[src/rtl/core/tfd_pkg.sv]
`default_nettype none

package tfd_pkg;

  // frame constants
  localparam logic [7:0]  SyncA       = 8'h4D;
  localparam logic [7:0]  SyncB       = 8'h54;
  localparam logic [7:0]  CrcPoly     = 8'h07;
  localparam logic [15:0] MinBody     = 16'd7;
  localparam logic [7:0]  GoodVersion = 8'h01;

  // widths of the per-run status counters
  localparam int unsigned CntW = 6;
  localparam int unsigned FaW  = 3;

  localparam logic FuncByte    = 1'b0;
  localparam logic FuncRestart = 1'b1;

  typedef enum logic [2:0] {
    S_IDLE,
    S_START,
    S_SCAN,
    S_EMIT_RD,
    S_EMIT_OUT,
    S_STATUS
  } tfd_state_e;

  // outcome of checking one byte during a scan
  typedef enum logic [2:0] {
    EV_NONE,
    EV_DROP_SYNC,
    EV_DROP_LEN,
    EV_DROP_VER,
    EV_DROP_CRC,
    EV_DONE,
    EV_ACCEPT
  } tfd_event_e;

  typedef struct packed {
    logic              is_status;
    logic [7:0]        frame_byte;
    logic              frame_end;
    logic              run_last;
    logic [CntW-1:0]   resync_bytes;
    logic [CntW-1:0]   length_errors;
    logic [CntW-1:0]   version_errors;
    logic [CntW-1:0]   crc_errors;
    logic [FaW-1:0]    frames_accepted;
    logic [31:0]       gap_total;
    logic [15:0]       last_sequence;
  } tfd_item_t;

  // crc-8, msb first, one byte folded in
  function automatic logic [7:0] crc8_byte(input logic [7:0] crc, input logic [7:0] data);
    logic [7:0] c;
    c = crc ^ data;
    for (int b = 0; b < 8; b++) begin
      if (c[7]) c = {c[6:0], 1'b0} ^ CrcPoly;
      else      c = {c[6:0], 1'b0};
    end
    return c;
  endfunction

endpackage

`default_nettype wire

[src/rtl/core/tfd_if.sv]
`default_nettype none

interface tfd_in_if;
  logic       valid;
  logic       ready;
  logic       func;
  logic [7:0] rx_byte;

  modport source (output valid, output func, output rx_byte, input ready);
  modport sink   (input valid, input func, input rx_byte, output ready);
endinterface

interface tfd_out_if;
  logic        valid;
  logic        ready;
  logic        is_status;
  logic [7:0]  frame_byte;
  logic        frame_end;
  logic        run_last;
  logic [5:0]  resync_bytes;
  logic [5:0]  length_errors;
  logic [5:0]  version_errors;
  logic [5:0]  crc_errors;
  logic [2:0]  frames_accepted;
  logic [31:0] gap_total;
  logic [15:0] last_sequence;

  modport source (output valid, output is_status, output frame_byte, output frame_end,
                  output run_last, output resync_bytes, output length_errors,
                  output version_errors, output crc_errors, output frames_accepted,
                  output gap_total, output last_sequence, input ready);
  modport sink   (input valid, input is_status, input frame_byte, input frame_end,
                  input run_last, input resync_bytes, input length_errors,
                  input version_errors, input crc_errors, input frames_accepted,
                  input gap_total, input last_sequence, output ready);
endinterface

`default_nettype wire

[src/rtl/core/telemetry_frame_deframer.sv]
`default_nettype none

// channel   dir  payload                                       beat taken when
// in_i      in   func, rx_byte                                 valid & ready
// out_o     out  frame byte or end-of-run status (11 fields)   valid & ready
//
// one input beat at a time; in_i.ready is high only while the sequencer is idle
// per parse attempt: a start state, then one window byte read per cycle in the scan
// (the read port streams one byte a cycle into a registered read data); an accepted
// frame is emitted byte by byte, each byte through a read state and an output state,
// the output state waiting while the output is stalled
// a pending output beat does not block the next input beat once the status is loaded
// asynchronous active-low reset clears control state; window memory is not cleared

module telemetry_frame_deframer #(
  parameter int unsigned MAX_FRAME_BYTES = 48
) (
  input  wire       clk_i,
  input  wire       rst_ni,
  tfd_in_if.sink    in_i,
  tfd_out_if.source out_o
);
  import tfd_pkg::*;

  localparam int unsigned AW = $clog2(MAX_FRAME_BYTES);     // window address
  localparam int unsigned FW = $clog2(MAX_FRAME_BYTES + 1); // fill / index
  localparam logic [15:0] MaxBody = 16'(MAX_FRAME_BYTES - 4);

  // window memory, used as a ring: head_q points at the front byte
  logic [7:0] win_mem [MAX_FRAME_BYTES];
  logic [7:0] rd_data_q;

  tfd_state_e state_q, state_d;

  logic [AW-1:0]   head_q, head_d;
  logic [FW-1:0]   fill_q, fill_d;
  logic [FW-1:0]   rd_idx_q, rd_idx_d;    // next index to read
  logic [FW-1:0]   chk_idx_q, chk_idx_d;  // index of byte in rd_data_q
  logic            chk_vld_q, chk_vld_d;
  logic [7:0]      b0_q, b0_d;
  logic [7:0]      len_lo_q, len_lo_d;
  logic [7:0]      seq_lo_q, seq_lo_d;
  logic [15:0]     seq_q, seq_d;
  logic [FW-1:0]   flen_q, flen_d;
  logic [7:0]      crc_q, crc_d;
  logic            have_seq_q, have_seq_d;
  logic [15:0]     prev_seq_q, prev_seq_d;
  logic [31:0]     gap_q, gap_d;
  logic [CntW-1:0] rs_q, rs_d, le_q, le_d, ve_q, ve_d, ce_q, ce_d;
  logic [FaW-1:0]  fa_q, fa_d;
  tfd_item_t       out_q, out_d;
  logic            out_vld_q, out_vld_d;

  logic            in_acc;
  logic            out_free;
  logic            rd_en;
  logic [FW-1:0]   rd_idx;
  logic [AW-1:0]   rd_addr;
  logic [AW-1:0]   wr_addr;
  logic            wr_en;
  tfd_event_e      ev;
  logic [15:0]     body;
  logic [15:0]     delta;
  logic [32:0]     gap_sum;
  logic            emit_last;

  // ring address: a below the window size, b at most the window size
  function automatic logic [AW-1:0] ring_add(input logic [AW-1:0] a, input logic [FW-1:0] b);
    logic [AW+1:0] s;
    s = {2'b00, a} + (AW+2)'(b);
    if (s >= (AW+2)'(MAX_FRAME_BYTES)) s = s - (AW+2)'(MAX_FRAME_BYTES);
    return s[AW-1:0];
  endfunction

  assign in_i.ready = (state_q == S_IDLE);
  assign in_acc     = in_i.valid && in_i.ready;
  assign out_free   = !out_vld_q || out_o.ready;
  assign emit_last  = (rd_idx_q == flen_q - FW'(1));

  assign rd_idx  = rd_idx_q;
  assign rd_addr = ring_add(head_q, rd_idx);
  assign wr_addr = ring_add(head_q, fill_q);
  assign wr_en   = in_acc && (in_i.func == FuncByte) && (fill_q < FW'(MAX_FRAME_BYTES));
  assign rd_en   = ((state_q == S_SCAN) && (rd_idx_q < fill_q)) || (state_q == S_EMIT_RD);

  always_ff @(posedge clk_i) begin
    if (wr_en) win_mem[wr_addr] <= in_i.rx_byte;
    if (rd_en) rd_data_q <= win_mem[rd_addr];
  end

  // check of the byte that came back from the window
  assign body = {rd_data_q, len_lo_q};
  always_comb begin
    ev = EV_NONE;
    if (state_q == S_SCAN && chk_vld_q) begin
      if (chk_idx_q == FW'(1)) begin
        if (b0_q != SyncA || rd_data_q != SyncB) ev = EV_DROP_SYNC;
        else if (fill_q < FW'(4))                ev = EV_DONE;
      end else if (chk_idx_q == FW'(3)) begin
        if (body < MinBody || body > MaxBody)    ev = EV_DROP_LEN;
        else if ({{(16-FW){1'b0}}, fill_q} < body + 16'd4) ev = EV_DONE;
      end else if (chk_idx_q == FW'(4) && rd_data_q != GoodVersion) begin
        ev = EV_DROP_VER;
      end else if (chk_idx_q > FW'(4) && chk_idx_q == flen_q - FW'(1)) begin
        if (crc_q != rd_data_q) ev = EV_DROP_CRC;
        else                    ev = EV_ACCEPT;
      end
    end
  end

  // next state
  always_comb begin
    state_d = state_q;
    unique case (state_q)
      S_IDLE: begin
        if (in_acc) state_d = (in_i.func == FuncRestart) ? S_STATUS : S_START;
      end
      S_START: begin
        state_d = (fill_q < FW'(2)) ? S_STATUS : S_SCAN;
      end
      S_SCAN: begin
        unique case (ev)
          EV_NONE:   state_d = S_SCAN;
          EV_DONE:   state_d = S_STATUS;
          EV_ACCEPT: state_d = S_EMIT_RD;
          default:   state_d = S_START;
        endcase
      end
      S_EMIT_RD: state_d = S_EMIT_OUT;
      S_EMIT_OUT: begin
        if (out_free) state_d = emit_last ? S_START : S_EMIT_RD;
      end
      S_STATUS: begin
        if (out_free) state_d = S_IDLE;
      end
      default: state_d = S_IDLE;
    endcase
  end

  assign delta   = seq_q - prev_seq_q;
  assign gap_sum = {1'b0, gap_q} + {17'b0, delta - 16'd1};

  // datapath
  always_comb begin
    head_d     = head_q;
    fill_d     = fill_q;
    rd_idx_d   = rd_idx_q;
    chk_idx_d  = chk_idx_q;
    chk_vld_d  = chk_vld_q;
    b0_d       = b0_q;
    len_lo_d   = len_lo_q;
    seq_lo_d   = seq_lo_q;
    seq_d      = seq_q;
    flen_d     = flen_q;
    crc_d      = crc_q;
    have_seq_d = have_seq_q;
    prev_seq_d = prev_seq_q;
    gap_d      = gap_q;
    rs_d       = rs_q;
    le_d       = le_q;
    ve_d       = ve_q;
    ce_d       = ce_q;
    fa_d       = fa_q;
    out_d      = out_q;
    out_vld_d  = out_vld_q && !out_o.ready;

    unique case (state_q)
      S_IDLE: begin
        if (in_acc) begin
          rs_d = '0;
          le_d = '0;
          ve_d = '0;
          ce_d = '0;
          fa_d = '0;
          if (in_i.func == FuncRestart) begin
            fill_d     = '0;
            have_seq_d = 1'b0;
          end else if (wr_en) begin
            fill_d = fill_q + FW'(1);
          end
        end
      end
      S_START: begin
        rd_idx_d  = '0;
        chk_vld_d = 1'b0;
        crc_d     = '0;
      end
      S_SCAN: begin
        rd_idx_d  = rd_en ? rd_idx_q + FW'(1) : rd_idx_q;
        chk_idx_d = rd_idx_q;
        chk_vld_d = rd_en;
        if (chk_vld_q) begin
          if (chk_idx_q == FW'(0)) b0_d = rd_data_q;
          if (chk_idx_q == FW'(2)) len_lo_d = rd_data_q;
          if (chk_idx_q == FW'(3)) flen_d = FW'(body) + FW'(4);
          if (chk_idx_q == FW'(5)) seq_lo_d = rd_data_q;
          if (chk_idx_q == FW'(6)) seq_d = {rd_data_q, seq_lo_q};
          if (chk_idx_q < FW'(4) || chk_idx_q != flen_q - FW'(1))
            crc_d = crc8_byte(crc_q, rd_data_q);
        end
        unique case (ev)
          EV_NONE: ;
          EV_DONE: ;
          EV_DROP_SYNC: rs_d = rs_q + CntW'(1);
          EV_DROP_LEN: begin
            rs_d = rs_q + CntW'(1);
            le_d = le_q + CntW'(1);
          end
          EV_DROP_VER: begin
            rs_d = rs_q + CntW'(1);
            ve_d = ve_q + CntW'(1);
          end
          EV_DROP_CRC: begin
            rs_d = rs_q + CntW'(1);
            ce_d = ce_q + CntW'(1);
          end
          EV_ACCEPT: begin
            if (have_seq_q && delta > 16'd1)
              gap_d = gap_sum[32] ? 32'hFFFF_FFFF : gap_sum[31:0];
            have_seq_d = 1'b1;
            prev_seq_d = seq_q;
            fa_d       = fa_q + FaW'(1);
            rd_idx_d   = '0;
          end
          default: ;
        endcase
        if (ev == EV_DROP_SYNC || ev == EV_DROP_LEN || ev == EV_DROP_VER ||
            ev == EV_DROP_CRC) begin
          head_d = ring_add(head_q, FW'(1));
          fill_d = fill_q - FW'(1);
        end
      end
      S_EMIT_RD: ;
      S_EMIT_OUT: begin
        if (out_free) begin
          out_d                = '0;
          out_d.frame_byte     = rd_data_q;
          out_d.frame_end      = emit_last;
          out_vld_d            = 1'b1;
          rd_idx_d             = rd_idx_q + FW'(1);
          if (emit_last) begin
            head_d = ring_add(head_q, flen_q);
            fill_d = fill_q - flen_q;
          end
        end
      end
      S_STATUS: begin
        if (out_free) begin
          out_d.is_status       = 1'b1;
          out_d.frame_byte      = '0;
          out_d.frame_end       = 1'b0;
          out_d.run_last        = 1'b1;
          out_d.resync_bytes    = rs_q;
          out_d.length_errors   = le_q;
          out_d.version_errors  = ve_q;
          out_d.crc_errors      = ce_q;
          out_d.frames_accepted = fa_q;
          out_d.gap_total       = gap_q;
          out_d.last_sequence   = prev_seq_q;
          out_vld_d             = 1'b1;
        end
      end
      default: ;
    endcase
  end

  // control state
  always_ff @(posedge clk_i or negedge rst_ni) begin
    if (!rst_ni) begin
      state_q    <= S_IDLE;
      head_q     <= '0;
      fill_q     <= '0;
      rd_idx_q   <= '0;
      chk_idx_q  <= '0;
      chk_vld_q  <= 1'b0;
      have_seq_q <= 1'b0;
      prev_seq_q <= '0;
      gap_q      <= '0;
      rs_q       <= '0;
      le_q       <= '0;
      ve_q       <= '0;
      ce_q       <= '0;
      fa_q       <= '0;
      out_vld_q  <= 1'b0;
    end else begin
      state_q    <= state_d;
      head_q     <= head_d;
      fill_q     <= fill_d;
      rd_idx_q   <= rd_idx_d;
      chk_idx_q  <= chk_idx_d;
      chk_vld_q  <= chk_vld_d;
      have_seq_q <= have_seq_d;
      prev_seq_q <= prev_seq_d;
      gap_q      <= gap_d;
      rs_q       <= rs_d;
      le_q       <= le_d;
      ve_q       <= ve_d;
      ce_q       <= ce_d;
      fa_q       <= fa_d;
      out_vld_q  <= out_vld_d;
    end
  end

  // payload, no reset
  always_ff @(posedge clk_i) begin
    b0_q     <= b0_d;
    len_lo_q <= len_lo_d;
    seq_lo_q <= seq_lo_d;
    seq_q    <= seq_d;
    flen_q   <= flen_d;
    crc_q    <= crc_d;
    out_q    <= out_d;
  end

  assign out_o.valid           = out_vld_q;
  assign out_o.is_status       = out_q.is_status;
  assign out_o.frame_byte      = out_q.frame_byte;
  assign out_o.frame_end       = out_q.frame_end;
  assign out_o.run_last        = out_q.run_last;
  assign out_o.resync_bytes    = out_q.resync_bytes;
  assign out_o.length_errors   = out_q.length_errors;
  assign out_o.version_errors  = out_q.version_errors;
  assign out_o.crc_errors      = out_q.crc_errors;
  assign out_o.frames_accepted = out_q.frames_accepted;
  assign out_o.gap_total       = out_q.gap_total;
  assign out_o.last_sequence   = out_q.last_sequence;

  // window never overfills and the ring head stays in range
  a_fill_range: assert property (@(posedge clk_i) disable iff (!rst_ni)
    fill_q <= FW'(MAX_FRAME_BYTES))
    else $error("window fill out of range");

  a_head_range: assert property (@(posedge clk_i) disable iff (!rst_ni)
    head_q < AW'(MAX_FRAME_BYTES))
    else $error("ring head out of range");

  // a received byte always starts a parse attempt
  a_byte_starts: assert property (@(posedge clk_i) disable iff (!rst_ni)
    in_acc && in_i.func == FuncByte |=> state_q == S_START)
    else $error("byte beat did not start a scan");

  // frame emission never reads past the frame
  a_emit_idx: assert property (@(posedge clk_i) disable iff (!rst_ni)
    state_q == S_EMIT_OUT |-> rd_idx_q < flen_q && flen_q <= fill_q)
    else $error("emit index beyond frame");

  // gap counter only grows
  a_gap_mono: assert property (@(posedge clk_i) disable iff (!rst_ni)
    gap_d >= gap_q)
    else $error("gap counter decreased");

endmodule

`default_nettype wire

[src/flat_wrapper.sv]
// flat-port wrapper written by rule: the top's interface ports become plain ports
module telemetry_frame_deframer_flat import tfd_pkg::*;
#(
  parameter int unsigned MAX_FRAME_BYTES = 48
)
  (clk_i, rst_ni, in_i_valid, in_i_func, in_i_rx_byte, in_i_ready, out_o_valid, out_o_is_status, out_o_frame_byte, out_o_frame_end, out_o_run_last, out_o_resync_bytes, out_o_length_errors, out_o_version_errors, out_o_crc_errors, out_o_frames_accepted, out_o_gap_total, out_o_last_sequence, out_o_ready);
  tfd_in_if in_i_i ();
  tfd_out_if out_o_i ();
  input  wire clk_i;
  input  wire rst_ni;
  input wire logic [$bits(in_i_i.valid)-1:0] in_i_valid;
  input wire logic [$bits(in_i_i.func)-1:0] in_i_func;
  input wire logic [$bits(in_i_i.rx_byte)-1:0] in_i_rx_byte;
  output wire logic [$bits(in_i_i.ready)-1:0] in_i_ready;
  output wire logic [$bits(out_o_i.valid)-1:0] out_o_valid;
  output wire logic [$bits(out_o_i.is_status)-1:0] out_o_is_status;
  output wire logic [$bits(out_o_i.frame_byte)-1:0] out_o_frame_byte;
  output wire logic [$bits(out_o_i.frame_end)-1:0] out_o_frame_end;
  output wire logic [$bits(out_o_i.run_last)-1:0] out_o_run_last;
  output wire logic [$bits(out_o_i.resync_bytes)-1:0] out_o_resync_bytes;
  output wire logic [$bits(out_o_i.length_errors)-1:0] out_o_length_errors;
  output wire logic [$bits(out_o_i.version_errors)-1:0] out_o_version_errors;
  output wire logic [$bits(out_o_i.crc_errors)-1:0] out_o_crc_errors;
  output wire logic [$bits(out_o_i.frames_accepted)-1:0] out_o_frames_accepted;
  output wire logic [$bits(out_o_i.gap_total)-1:0] out_o_gap_total;
  output wire logic [$bits(out_o_i.last_sequence)-1:0] out_o_last_sequence;
  input wire logic [$bits(out_o_i.ready)-1:0] out_o_ready;
  assign in_i_i.valid = in_i_valid;
  assign in_i_i.func = in_i_func;
  assign in_i_i.rx_byte = in_i_rx_byte;
  assign in_i_ready = in_i_i.ready;
  assign out_o_valid = out_o_i.valid;
  assign out_o_is_status = out_o_i.is_status;
  assign out_o_frame_byte = out_o_i.frame_byte;
  assign out_o_frame_end = out_o_i.frame_end;
  assign out_o_run_last = out_o_i.run_last;
  assign out_o_resync_bytes = out_o_i.resync_bytes;
  assign out_o_length_errors = out_o_i.length_errors;
  assign out_o_version_errors = out_o_i.version_errors;
  assign out_o_crc_errors = out_o_i.crc_errors;
  assign out_o_frames_accepted = out_o_i.frames_accepted;
  assign out_o_gap_total = out_o_i.gap_total;
  assign out_o_last_sequence = out_o_i.last_sequence;
  assign out_o_i.ready = out_o_ready;
  telemetry_frame_deframer #(.MAX_FRAME_BYTES(MAX_FRAME_BYTES)) u_core (.clk_i(clk_i), .rst_ni(rst_ni), .in_i(in_i_i), .out_o(out_o_i));
endmodule
[config.mk]
export PLATFORM = sky130hd
export DESIGN_NAME = telemetry_frame_deframer_flat
export DESIGN_NICKNAME = d
export VERILOG_FILES = /design/src/rtl/core/tfd_pkg.sv /design/src/rtl/core/tfd_if.sv /design/src/rtl/core/telemetry_frame_deframer.sv /design/src/flat_wrapper.sv
export SDC_FILE = /design/constraint.sdc
export NUM_CORES = 1
export LEC_CHECK = 0
export ABC_AREA = 0
export BUFFER_PORTS_ARGS = -buffer_cell sky130_fd_sc_hd__buf_2
export CORE_MARGIN = 3
export CORE_UTILIZATION = 60
export CTS_CLUSTER_SIZE = 28
export DETAILED_ROUTE_END_ITERATION = 8
export PLACE_DENSITY = 0.84
export SKIP_CTS_REPAIR_TIMING = 1
export SYNTH_ARGS = -nofsm -noshare
export SYNTH_HDL_FRONTEND = slang
export SYNTH_SLANG_ARGS = --single-unit
[constraint.sdc]
create_clock -name clk_i -period 11.2 [get_ports clk_i]
set_input_delay 3.36 -clock clk_i [delete_from_list [all_inputs] [get_ports clk_i]]
set_output_delay 3.36 -clock clk_i [all_outputs]
set_load 0.01 [all_outputs]
### Yosys cells after proc, flatten, opt, wreduce, memory -nomap -nowiden

Memories as Yosys holds them, arrays and structs flattened. A register that Yosys moved wholly into a read port is not among the register bits.
Index checks and enable logic that the tools add are counted.

| cells by class | value |
|---|---|
| add/sub/neg operators | 23 |
| div/mod/pow operators | 0 |
| shift operators | 0 |
| $lt $le $gt $ge | 14 |
| bitwise gates (word level) | 10 |
| eq/ne operators | 39 |
| reduce and logical (&&, ||, !) cells | 49 |
| multiply operators | 0 |
| multiplexer cells | 94 |

Operators with widths:

| kind | number |
|---|---|
| 8-bit 2-to-1 mux | 23 |
| 86-bit 2-to-1 mux | 2 |
| 86-bit one-hot mux with 2 select lines | 1 |
| 6-bit 2-to-1 mux | 21 |
| 3-bit 2-to-1 mux | 24 |
| 6-bit one-hot mux with 2 select lines | 5 |
| 3-bit AND reduction | 15 |
| 6-bit by 1-bit adder with 6-bit output, second input constant | 6 |
| 6-bit one-hot mux with 3 select lines | 2 |
| 32-bit by 16-bit adder with 33-bit output | 1 |
| 32-bit 2-to-1 mux | 1 |
| 7-bit by 6-bit greater-or-equal comparator with 1-bit output, second input constant | 4 |
| 3-bit inverter | 8 |
| 6-bit subtractor, second input constant | 4 |
| 6-bit by 6-bit adder with 7-bit output | 3 |
| 6-bit by 3-bit == test with 1-bit output, second input constant | 3 |
| 2-bit != test, second input constant | 9 |
| 3-bit one-hot mux with 6 select lines | 1 |
| 16-bit by 3-bit adder with 16-bit output, second input constant | 1 |
| 16-bit by 1-bit greater-than comparator with 1-bit output, second input constant | 1 |
| 16-bit by 6-bit greater-than comparator with 1-bit output, second input constant | 1 |
| 16-bit by 3-bit < comparator with 1-bit output, second input constant | 1 |
| 6-bit by 16-bit < comparator with 1-bit output | 1 |
| 8-bit by 7-bit != test with 1-bit output, second input constant | 2 |
| 44 further kinds | 89 |

| storage, ports and cells | value |
|---|---|
| input bits | 13 |
| memory bits (read-only) | 0 |
| bits in latches | 0 |
| flip-flop bits (word level) | 245 |
| memory bits (writable) | 384 |
| memories | 1 |
| output and inout port bits | 88 |

Memories:

| name | depth | bits a word | rd ports | clocked after Yosys merged registers in | wr ports | line | source |
|---|---|---|---|---|---|---|---|
| u_core.win_mem | 48 | 8 | 1 | 1 | 1 | telemetry_frame_deframer.sv:30 | `logic [7:0] win_mem [MAX_FRAME_BYTES];` |

### Longest topological paths before layout

Gate-level depths: netlist of run 1.

| logic depth | value |
|---|---|
| depth in word-level cells | 41 |
| depth in mapped cells | 23 |

### Least setup slack after synthesis of run 1

OpenSTA, ideal clock, no wires.

| timing path | value |
|---|---|
| path type | input -> register |
| start | in out_o_ready |
| end | reg u_core.out_q, in the netlist u_core.out_o.crc_errors[0], enable pin |
| required time | 10761 ps |
| arrival | 5278 ps |
| stages on the path | 3 |
| path slack | 5483 ps |
| library setup time | 439 ps |
| buffers on the path | 0 |
| cells stage by stage | nand2b_1 -> nand2_1 -> inv_1 |

| on the way | value |
|---|---|
| word-level cells in the longest chain between the ends | 3 |
| elaborated cells between the ends (all ways) | 4 |
| those cells by class | eq/ne: 2; reduce/logical: 2 |

Ends and longest elaborated chain:

| element | line | source |
|---|---|---|
| from (decl) | flat_wrapper.sv:27 | `input wire logic [$bits(out_o_i.ready)-1:0] out_o_ready;` |
| 1-bit logical OR (*) | telemetry_frame_deframer.sv:77 | `assign out_free = !out_vld_q \|\| out_o.ready;` |
| 2-bit by 1-bit != test with 1-bit output (no source line) | - |  |
| 3-bit AND reduction (no source line) (*) | - |  |
| to (signal assigned) | telemetry_frame_deframer.sv:312 | `out_q <= out_d;` |
| to (decl) | telemetry_frame_deframer.sv:51 | `tfd_item_t out_q, out_d;` |

Every way passes the cells marked *; elsewhere a longest branch is shown, timed or not.
A chain may end at the register's enable or synchronous reset.

### Worst setup path in the final report of run 1

| timing path | value |
|---|---|
| start | in in_i_valid |
| end | mem u_core.win_mem[38][0], enable pin |

| on the way | value |
|---|---|
| word-level cells in the longest chain between the ends | 5 |

Ends and longest elaborated chain:

| element | line | source |
|---|---|---|
| from (decl) | flat_wrapper.sv:11 | `input wire logic [$bits(in_i_i.valid)-1:0] in_i_valid;` |
| 1-bit logical AND | telemetry_frame_deframer.sv:76 | `assign in_acc = in_i.valid && in_i.ready;` |
| 1-bit logical AND (2 in a row) | telemetry_frame_deframer.sv:83 | `assign wr_en = in_acc && (in_i.func == FuncByte) && (fill_q < FW'(MAX_FRAME_BYTES));` |
| 1-bit 2-to-1 mux | telemetry_frame_deframer.sv:87 | `if (wr_en) win_mem[wr_addr] <= in_i.rx_byte;` |
| 1-bit 2-to-1 mux (implied by the code) | telemetry_frame_deframer.sv:87 |  |
| to (decl) | telemetry_frame_deframer.sv:30 |  |

Every way passes these cells.

==> results.txt, run 1 <==
* Result of the run: complete, no violations
- Counting instances, the worst hold path has a depth of 0.
- The critical path is of the in -> reg type.
- Fraction of layout instances using a drive strength above 1: 0.176
- Net count, final: 2226
- Synth-to-layout area growth: 10.8%
- The H-tree was split into 2 levels.
* Number of flops mapped to enable cells by yosys: 531
- Total number of vias: 18200
- Clock transition at path regs: 0.07 ns
- Die height: 227 um
- HPWL reported at the end of detailed placement: 43600 um
- Final-layout fill cell count: 3123
- Mapped Area: 0.0292 mm^2
- Delay of the slowest cell on the worst path: 1.01 ns
* Worst slew margin relative to its limit: 0.221
* Worst voltage drop across the vdd grid: 0.192 mV
* Met3 Track Usage GR: 0.0405
- Summed over all cells, the static leakage comes to 11.9 nW.
- TritonCTS built the clock tree.
* Min-Delay Path Class: reg -> reg
- Average vias per placed instance: 6.53
- Max-slew violation count: 0
- Cell Pwr Density: 229 mW/mm^2
- The initial antenna violation count was 0.
- Critical register-to-register path startpoint: u_core.seq_q[0]$_DFFE_PP_
* Vias in the first global route: 18000
* Area fraction in compound gates after synthesis: 0.0681
* Post-route core utilization: 0.675
* End of the worst hold path: u_core.seq_q[1]$_DFFE_PP_
- Among all stages on the critical path, the largest delay is contributed by nor3b_1.
- Site row count: 80
* Total overflow reported by the global router: 0
* Final wirelength: 68200 um
* Cell at the root of the clock tree: clkbuf_16
* Yosys Warn Count: 0
- In the post-route analysis, the smallest setup slack over all paths is 5.16 ns.
* Startpoint Class: input pin
- The worst register-to-register path has a depth of 21.
* Fraction of the mapped netlist area in adder cells: 0.0414
- In this run the tool buffered the top-level ports with 100 buffer cells.
* Worst Hold Launch: u_core.seq_lo_q[1]$_DFFE_PP_
* Primary FF master, synth: edfxtp_1
* Synth async-reset ratio: 0.165
- The first detailed-routing pass took 5 iterations.
- Crit path cell chain: buf_2 > nand2_1 > nor3b_1 > nand3_1 > nor2_1
- Drc violations: 0
* Area share of the leading cell type in the synthesized netlist: 0.546
* Worst-case register-to-register setup slack: 5.35 ns
* Pin count of the biggest net entering global routing: 67
* Worst r2r dst: u_core.gap_q[26]$_DFFE_PN0P_
- The netlist uses 88 different library cells.
* Number of instances in the synthesized netlist: 2020
- No sink is reached through more buffers than the 3 on the longest clock path.
* Aggregate negative setup slack: 0 ns
- Kind of cell adding the most delay to the critical path: simple AND/OR/NAND/NOR gates
- Unrepaired setup endpoints after global routing: false
* Starting DRT DRC Count: 1931
- Critical path data required time: 11.46 ns
* Mean area per synthesized cell: 14.5 um^2
- For this run, the top clock speed supported by timing is 166 MHz.
- Area of the core: 0.0479 mm^2
* Clock latency at the later pin of the worst-skew pair: 0.65 ns
- Top-count cell post-synth: edfxtp_1
- In the final routed layout, each cell accounts on average for 24.5 um.
- Synthesis-stage register bit count: 636
* Inserted Diodes: 0
- The clock arrives with 0.0299 ns of skew.
* Die width: 227 um
- The share of the Yosys chip area taken by registers is 0.636.
* Maximum fanout along the worst path: 21
- By area the synthesized netlist is led by edfxtp_1 55%, mux4_2 9.3%, dfrtp_1 9.0%.
* Final number of setup-violating endpoints: 0
- Post-synth top area cell: edfxtp_1
- Prior to clock tree synthesis, the placed netlist has a worst setup slack of 4.66 ns.
* GPL Wtd Cong: 0.909
- Counting both buffers and inverters, the worst setup path holds a total of 1.
* Multiplexer fraction of the synthesized cell area: 0.102
- The worst setup path is captured at a flop.
* Total number of clock tree sinks: 636
- Dividing the final minimum period by the clock period gives 0.539.
* Overall die area: 0.0514 mm^2
- The initial utilization of the core area, before any placement, comes to 0.609.
* First-pass GRT wire length: 105000 um
- In this run the remaining antenna-violating nets after routing total 0.
- Of the total synthesized cell area, the portion taken by XOR and XNOR cells is 0.0317.
- Max Cap Viol: 0
- Number of top-level design ports: 101
- Worst slew pin tran: 1.17 ns
- Synthesized-area fraction occupied by and/or/nand/nor cells: 0.0999
- Post-route minimum period: 6.04 ns
* Syn Nets: 2126
- Routing layer with the top usage in global route: met2
* Most used standard cells in the synthesized netlist: 531 x edfxtp_1, 168 x nor2_1, 149 x nand2_1, 120 x mux4_2, 105 x dfrtp_1
- The count of final hold-check violations is 0.
- Combinational family with the most area after synthesis: multiplexers
- For met2 alone, demand over resource in global routing was 0.459.
* Number of buffers created by CTS: 60
* Global routing met1 resource utilization: 0.361
- For this run, the total global-route usage over all layers was measured as 0.270.
* Arrival time at the worst endpoint: 6.30 ns
sequential cells by signal (all words and copies together), names as in the netlist, 8 cells and up:
signal / flops
u_core.seq_q: 16
u_core.crc_q: 8
u_core.out_o.frame_byte: 8
u_core.gap_q: 32
u_core.len_lo_q: 8
u_core.out_o.last_sequence: 16
u_core.prev_seq_q: 16
u_core.seq_lo_q: 8
u_core.win_mem: 384
u_core.b0_q: 8
u_core.out_o.gap_total: 32
u_core.rd_data_q: 8
layout by cell type (no fill, tap or decap), types with 9 or more instances in the layout:
cell type    n
nor4_1      10
a211oi_1    11
a21oi_1     64
mux2_2      10
and2_1      19
o22ai_1      9
xnor2_1     61
mux2i_1     17
and3_1      68
xor2_1      35
buf_4       20
inv_1       73
buf_2       99
dfrtp_1    105
nor2b_1     15
nand2b_1    15
nand2_1    149
o211ai_1    14
nor3_1      29
clkinv_2    11
or3_1       12
or2_2       11
clkbuf_16   60
o21a_1      12
nor2_1     168
ha_1        86
nand3_1     37
o21ai_0     72
clkinv_1    11
a31oi_1     20
edfxtp_1   531
nand4_1     24
a21o_1      21
mux4_2     120
metrics by stage:
stage	instances	hold slack, ns	cell area, um^2	power, mW
floorplan	2020	0.400	29200	4.63
CTS	2786	0.419	32400	7.43
global route	2786	0.423	32400	7.71
global placement	2673	0.401	30300	5.24
finish	2786	0.419	32400	7.42
detailed placement	2673	0.405	30300	5.33
routing by layer:
| layer | up-vias | part of all wire |
|---|---|---|
| li1 | 7950 | - |
| met1 | 9073 | 0.39 |
| met2 | 991 | 0.50 |
| met3 | 165 | 0.078 |
| met4 | 0 | 0.034 |
| met5 | - | 0 |
worst max-delay path by stage:
stage	startpoint	endpoint	cells after the start
2_1_floorplan	out_o_ready	u_core.out_o.crc_errors[0]$_SDFFCE_PN0P_	3
3_3_place_gp	in_i_valid	u_core.win_mem[42][1]$_DFFE_PP_	5
3_5_place_dp	in_i_valid	u_core.win_mem[26][4]$_DFFE_PP_	5
4_1_cts	in_i_valid	u_core.win_mem[10][1]$_DFFE_PP_	5
5_1_grt	in_i_valid	u_core.win_mem[38][6]$_DFFE_PP_	5
6_report	in_i_valid	u_core.win_mem[38][0]$_DFFE_PP_	5
logic make-up (layout without fill, tap and decap cells):
kind of cell,Yosys count,in the layout
and+or+nand+nor,590,590
buffers and inverters,155,306
muxes,147,147
DFF,636,636
AOI/OAI and AO/OA,298,298
adders and majority gates,93,93
xor gates and xnor gates,101,101
cell type report:
type | instances | area, um^2 | area share
flip-flops and latches | 636 | 18600 | 0.574
multi-input cells | 1229 | 10100 | 0.311
clock buffers | 73 | 1600 | 0.0495
well taps | 615 | 769 | 0.0238
repair buffers | 119 | 646 | 0.0200
clock inverters | 40 | 419 | 0.0130
inverters | 74 | 279 | 0.00862
worst register-to-register path, cell delays in order (launching register included):
cell,delay (ns)
edfxtp_1,0.39
inv_1,0.07
ha_1,0.19
inv_1,0.06
fa_1,0.43
a211o_1,0.37
a211oi_2,0.31
nor4bb_1,0.10
a211o_1,0.32
and4bb_2,0.37
nor4b_4,0.34
nand2_1,0.11
xor2_1,0.22
ha_1,0.28
a21oi_1,0.20
nand2b_1,0.08
a21o_1,0.18
a31oi_1,0.56
nand2b_1,0.69
o21ai_0,0.20
a21oi_1,0.19
a21oi_1,0.06
where the power goes:
group	total (mW)	switching [mW]	internal [mW]
logic	2.42	1.36	1.06
clock network	2.08	0.894	1.18
registers	2.93	0.150	2.78
total	7.42	2.40	5.02
(Power assumes the default switching activity.)
==> run 2, diff against run 1 <==
Settings changed: CORE_UTILIZATION 60 to 56, PLACE_DENSITY 0.84 to 0.83.
Clock period 11.2 ns to 5.4 ns, I/O delays scaled along.
==> run 2 against run 1 <==
  * Total power grew 100%
  * Combinational power grew 110%
  * Non-clock buffer count grew 6
  * Count of clock-buffer cells in the layout grew 6
  * Cell area grew 0.24%
  * Global-route usage shrank 3.1 points
  * Worst setup slack lost 4.8 ns
  * Critical path depth grew 15
  * Critical endpoint is now u_core.gap_q[21]$_DFFE_PN0P_
==> results.txt, run 2 (synthesized netlist as in run 1, its figures left out) <==
- After detailed routing, the wire length on met1 is 26100 um.
* Startpoint Class: flop
- In this run the tool buffered the top-level ports with 100 buffer cells.
- Largest register FFs: 384
* Worst slew margin relative to its limit: 0.203
- The startpoint identified for the worst register-to-register timing path is u_core.seq_q[0]$_DFFE_PP_.
* Top routing layer used: met4
- Entering global routing, the biggest net connects 97 pins.
- The clock tree synthesis step divided the H-tree into 2 levels.
- Drc violations: 0
- The final route contains 17800 vias.
* Die height: 234 um
* Max Cap Viol: 0
- Static timing analysis puts the maximum clock frequency at 197 MHz.
- After detailed routing, the total wire length is 65100 um.
- The largest single stage delay on the critical path is 0.42 ns.
- The tightest min-delay check is of the reg -> reg type.
* Leakage power total: 11.9 nW
- Maximum fanout along the worst path: 9
- Summed over all nets, wire length on met3 after detailed routing comes to 4780 um.
- The die covers 0.0549 mm^2.
- Clock latency at the later pin of the worst-skew pair: 0.67 ns
- Critical path data required time: 5.91 ns
* Largest register by flop count: u_core.win_mem
* Area of the core: 0.0515 mm^2
- Starting DRT DRC Count: 1864
- STA classifies the critical path endpoint as a flop.
- For this configuration, the core starts out at a cell density of 0.567.
- First-pass GRT wire length: 101000 um
* Aggregate global-route resource usage: 0.239
- The count of final hold-check violations came to 0.
- GPL Wtd Cong: 0.897
- No sink is reached through more buffers than the 3 on the longest clock path.
* Cell Pwr Density: 467 mW/mm^2
- Across the VDD grid, the largest voltage drop is 0.699 mV.
- Met2 wire length: 32200 um
* Buf+Inv Stages, Crit Path: 2
- Slowest cell on the critical path: fa_1
- Wirelength per Cell: 22.8 um
- Aggregate negative setup slack: 0 ns
- In this run the most critical hold path is launched from u_core.seq_lo_q[2]$_DFFE_PP_.
- Synth-to-layout area growth: 11.0%
- Fraction of layout instances using a drive strength above 1: 0.176
- Max-slew violation count: 0
- Timing analysis after detailed placement gives a worst setup slack of 0.316 ns.
* Final number of setup-violating endpoints: 0
- In this run the register-to-register setup slack is 0.32 ns.
* Critical Path Source: u_core.seq_q[0]$_DFFE_PP_
- Net count, final: 2233
* Crit path cell chain: inv_1 > ha_1 > inv_1 > fa_1 > a211o_1 > a211oi_2 > nor4bb_1 > a211o_1 > and4bb_2 > nand2_1 > xor2_1 > ha_1 > or3_1 > a211oi_1 > o32ai_1 > or2_2 > nor2b_1 > or2_2 > a21oi_1 > a31oi_1
- Slack of the critical path: 0.316 ns
* Site row count: 83
* Total overflow reported by the global router: 0
* Die width: 234 um
- TritonCTS built the clock tree.
- Unrepaired setup endpoints after global routing: false
- Leading cell types in the layout, fill and taps excluded: 531 x edfxtp_1, 168 x nor2_1, 149 x nand2_1, 120 x mux4_2, 105 x dfrtp_1
* Clock transition at path regs: 0.06 ns
- TritonCTS created 61 clock buffers.
- Kind of critical path: reg -> reg
- In this run the remaining antenna-violating nets after routing total 0.
- Summed over all nets, the half-perimeter wirelength after detailed placement is 41600 um.
- The flow ran to the end, and the final reports show no timing, DRC or antenna violations.
- Tightest hold margin: 0.418 ns
- Across the routed clock network, the largest skew measured is 0.0474 ns.
- Worst slew pin tran: 1.19 ns
* Post-route minimum period: 5.08 ns
- The number of global-route vias before repair came to 17500.
- 0 antenna diodes ended up in the layout.
- After detailed routing, the number of vias per cell comes to 6.23.
* Pre-Repair DR Iteration Count: 6
- In this run the count of I/O pins placed on the die edge is 101.
* Total number of clock tree sinks: 636
- Most frequent standard cell in the layout excluding fill and tap cells: edfxtp_1
* Initial antenna violation count: 0
- Final worst path period share: 0.941
* Arrival time at the worst endpoint: 5.60 ns
- Cell at the root of the clock tree: clkbuf_16
* Kind of cell adding the most delay to the critical path: simple AND/OR/NAND/NOR gates
-- run 2: cell count changes in the layout (fill, tap and decap cells not counted), moves of 2 or more --
cell,delta
buf_12,+2
buf_4,+4
bufinv_16,-5
clkbuf_1,+6
clkinv_16,+3
clkinvlp_4,-2
-- run 2: cell type report --
cell class	instances	area (um^2)
fill	3617	19100
sequential	636	18600
multi-input combinational	1229	10100
clock buffer	79	1630
tap	680	851
timing repair buffer	125	716
clock inverter	34	304
inverter	74	279
-- run 2: worst paths after layout --
path | end | depth (start not counted)
worst max-delay path | u_core.gap_q[21]$_DFFE_PN0P_ | 20
worst min-delay path | u_core.seq_q[2]$_DFFE_PP_ | 0
max in group asynchronous | u_core.gap_q[25]$_DFFE_PN0P_ | 2
min in group asynchronous | u_core.le_q[4]$_DFFE_PN0P_ | 1
worst max register to register | u_core.gap_q[21]$_DFFE_PN0P_ | 20
worst min register to register | u_core.seq_q[2]$_DFFE_PP_ | 0
-- run 2: metrics by stage --
stage | cell area, um^2 | utilization | power, mW | std cells
final | 32400 | 0.630 | 15.2 | 2857
after global routing | 32400 | 0.630 | 15.8 | 2857
after CTS | 32400 | 0.630 | 15.2 | 2857
after detailed placement | 30500 | 0.592 | 11.1 | 2744
after global placement | 30500 | 0.592 | 10.9 | 2744
after floorplan | 29200 | - | 9.60 | 2020
-- run 2: layer usage --
layer  vias up  track usage
li1       7956            -
met5         -            0
met2       838        0.400
met4         0       0.0808
met1      8859        0.326
met3       150       0.0363
-- run 2: report_power, final --
group	switching [mW]	total, mW	internal (mW)
Combinational	2.78	5.01	2.23
Sequential	0.279	6.04	5.76
Clock	1.86	4.11	2.25
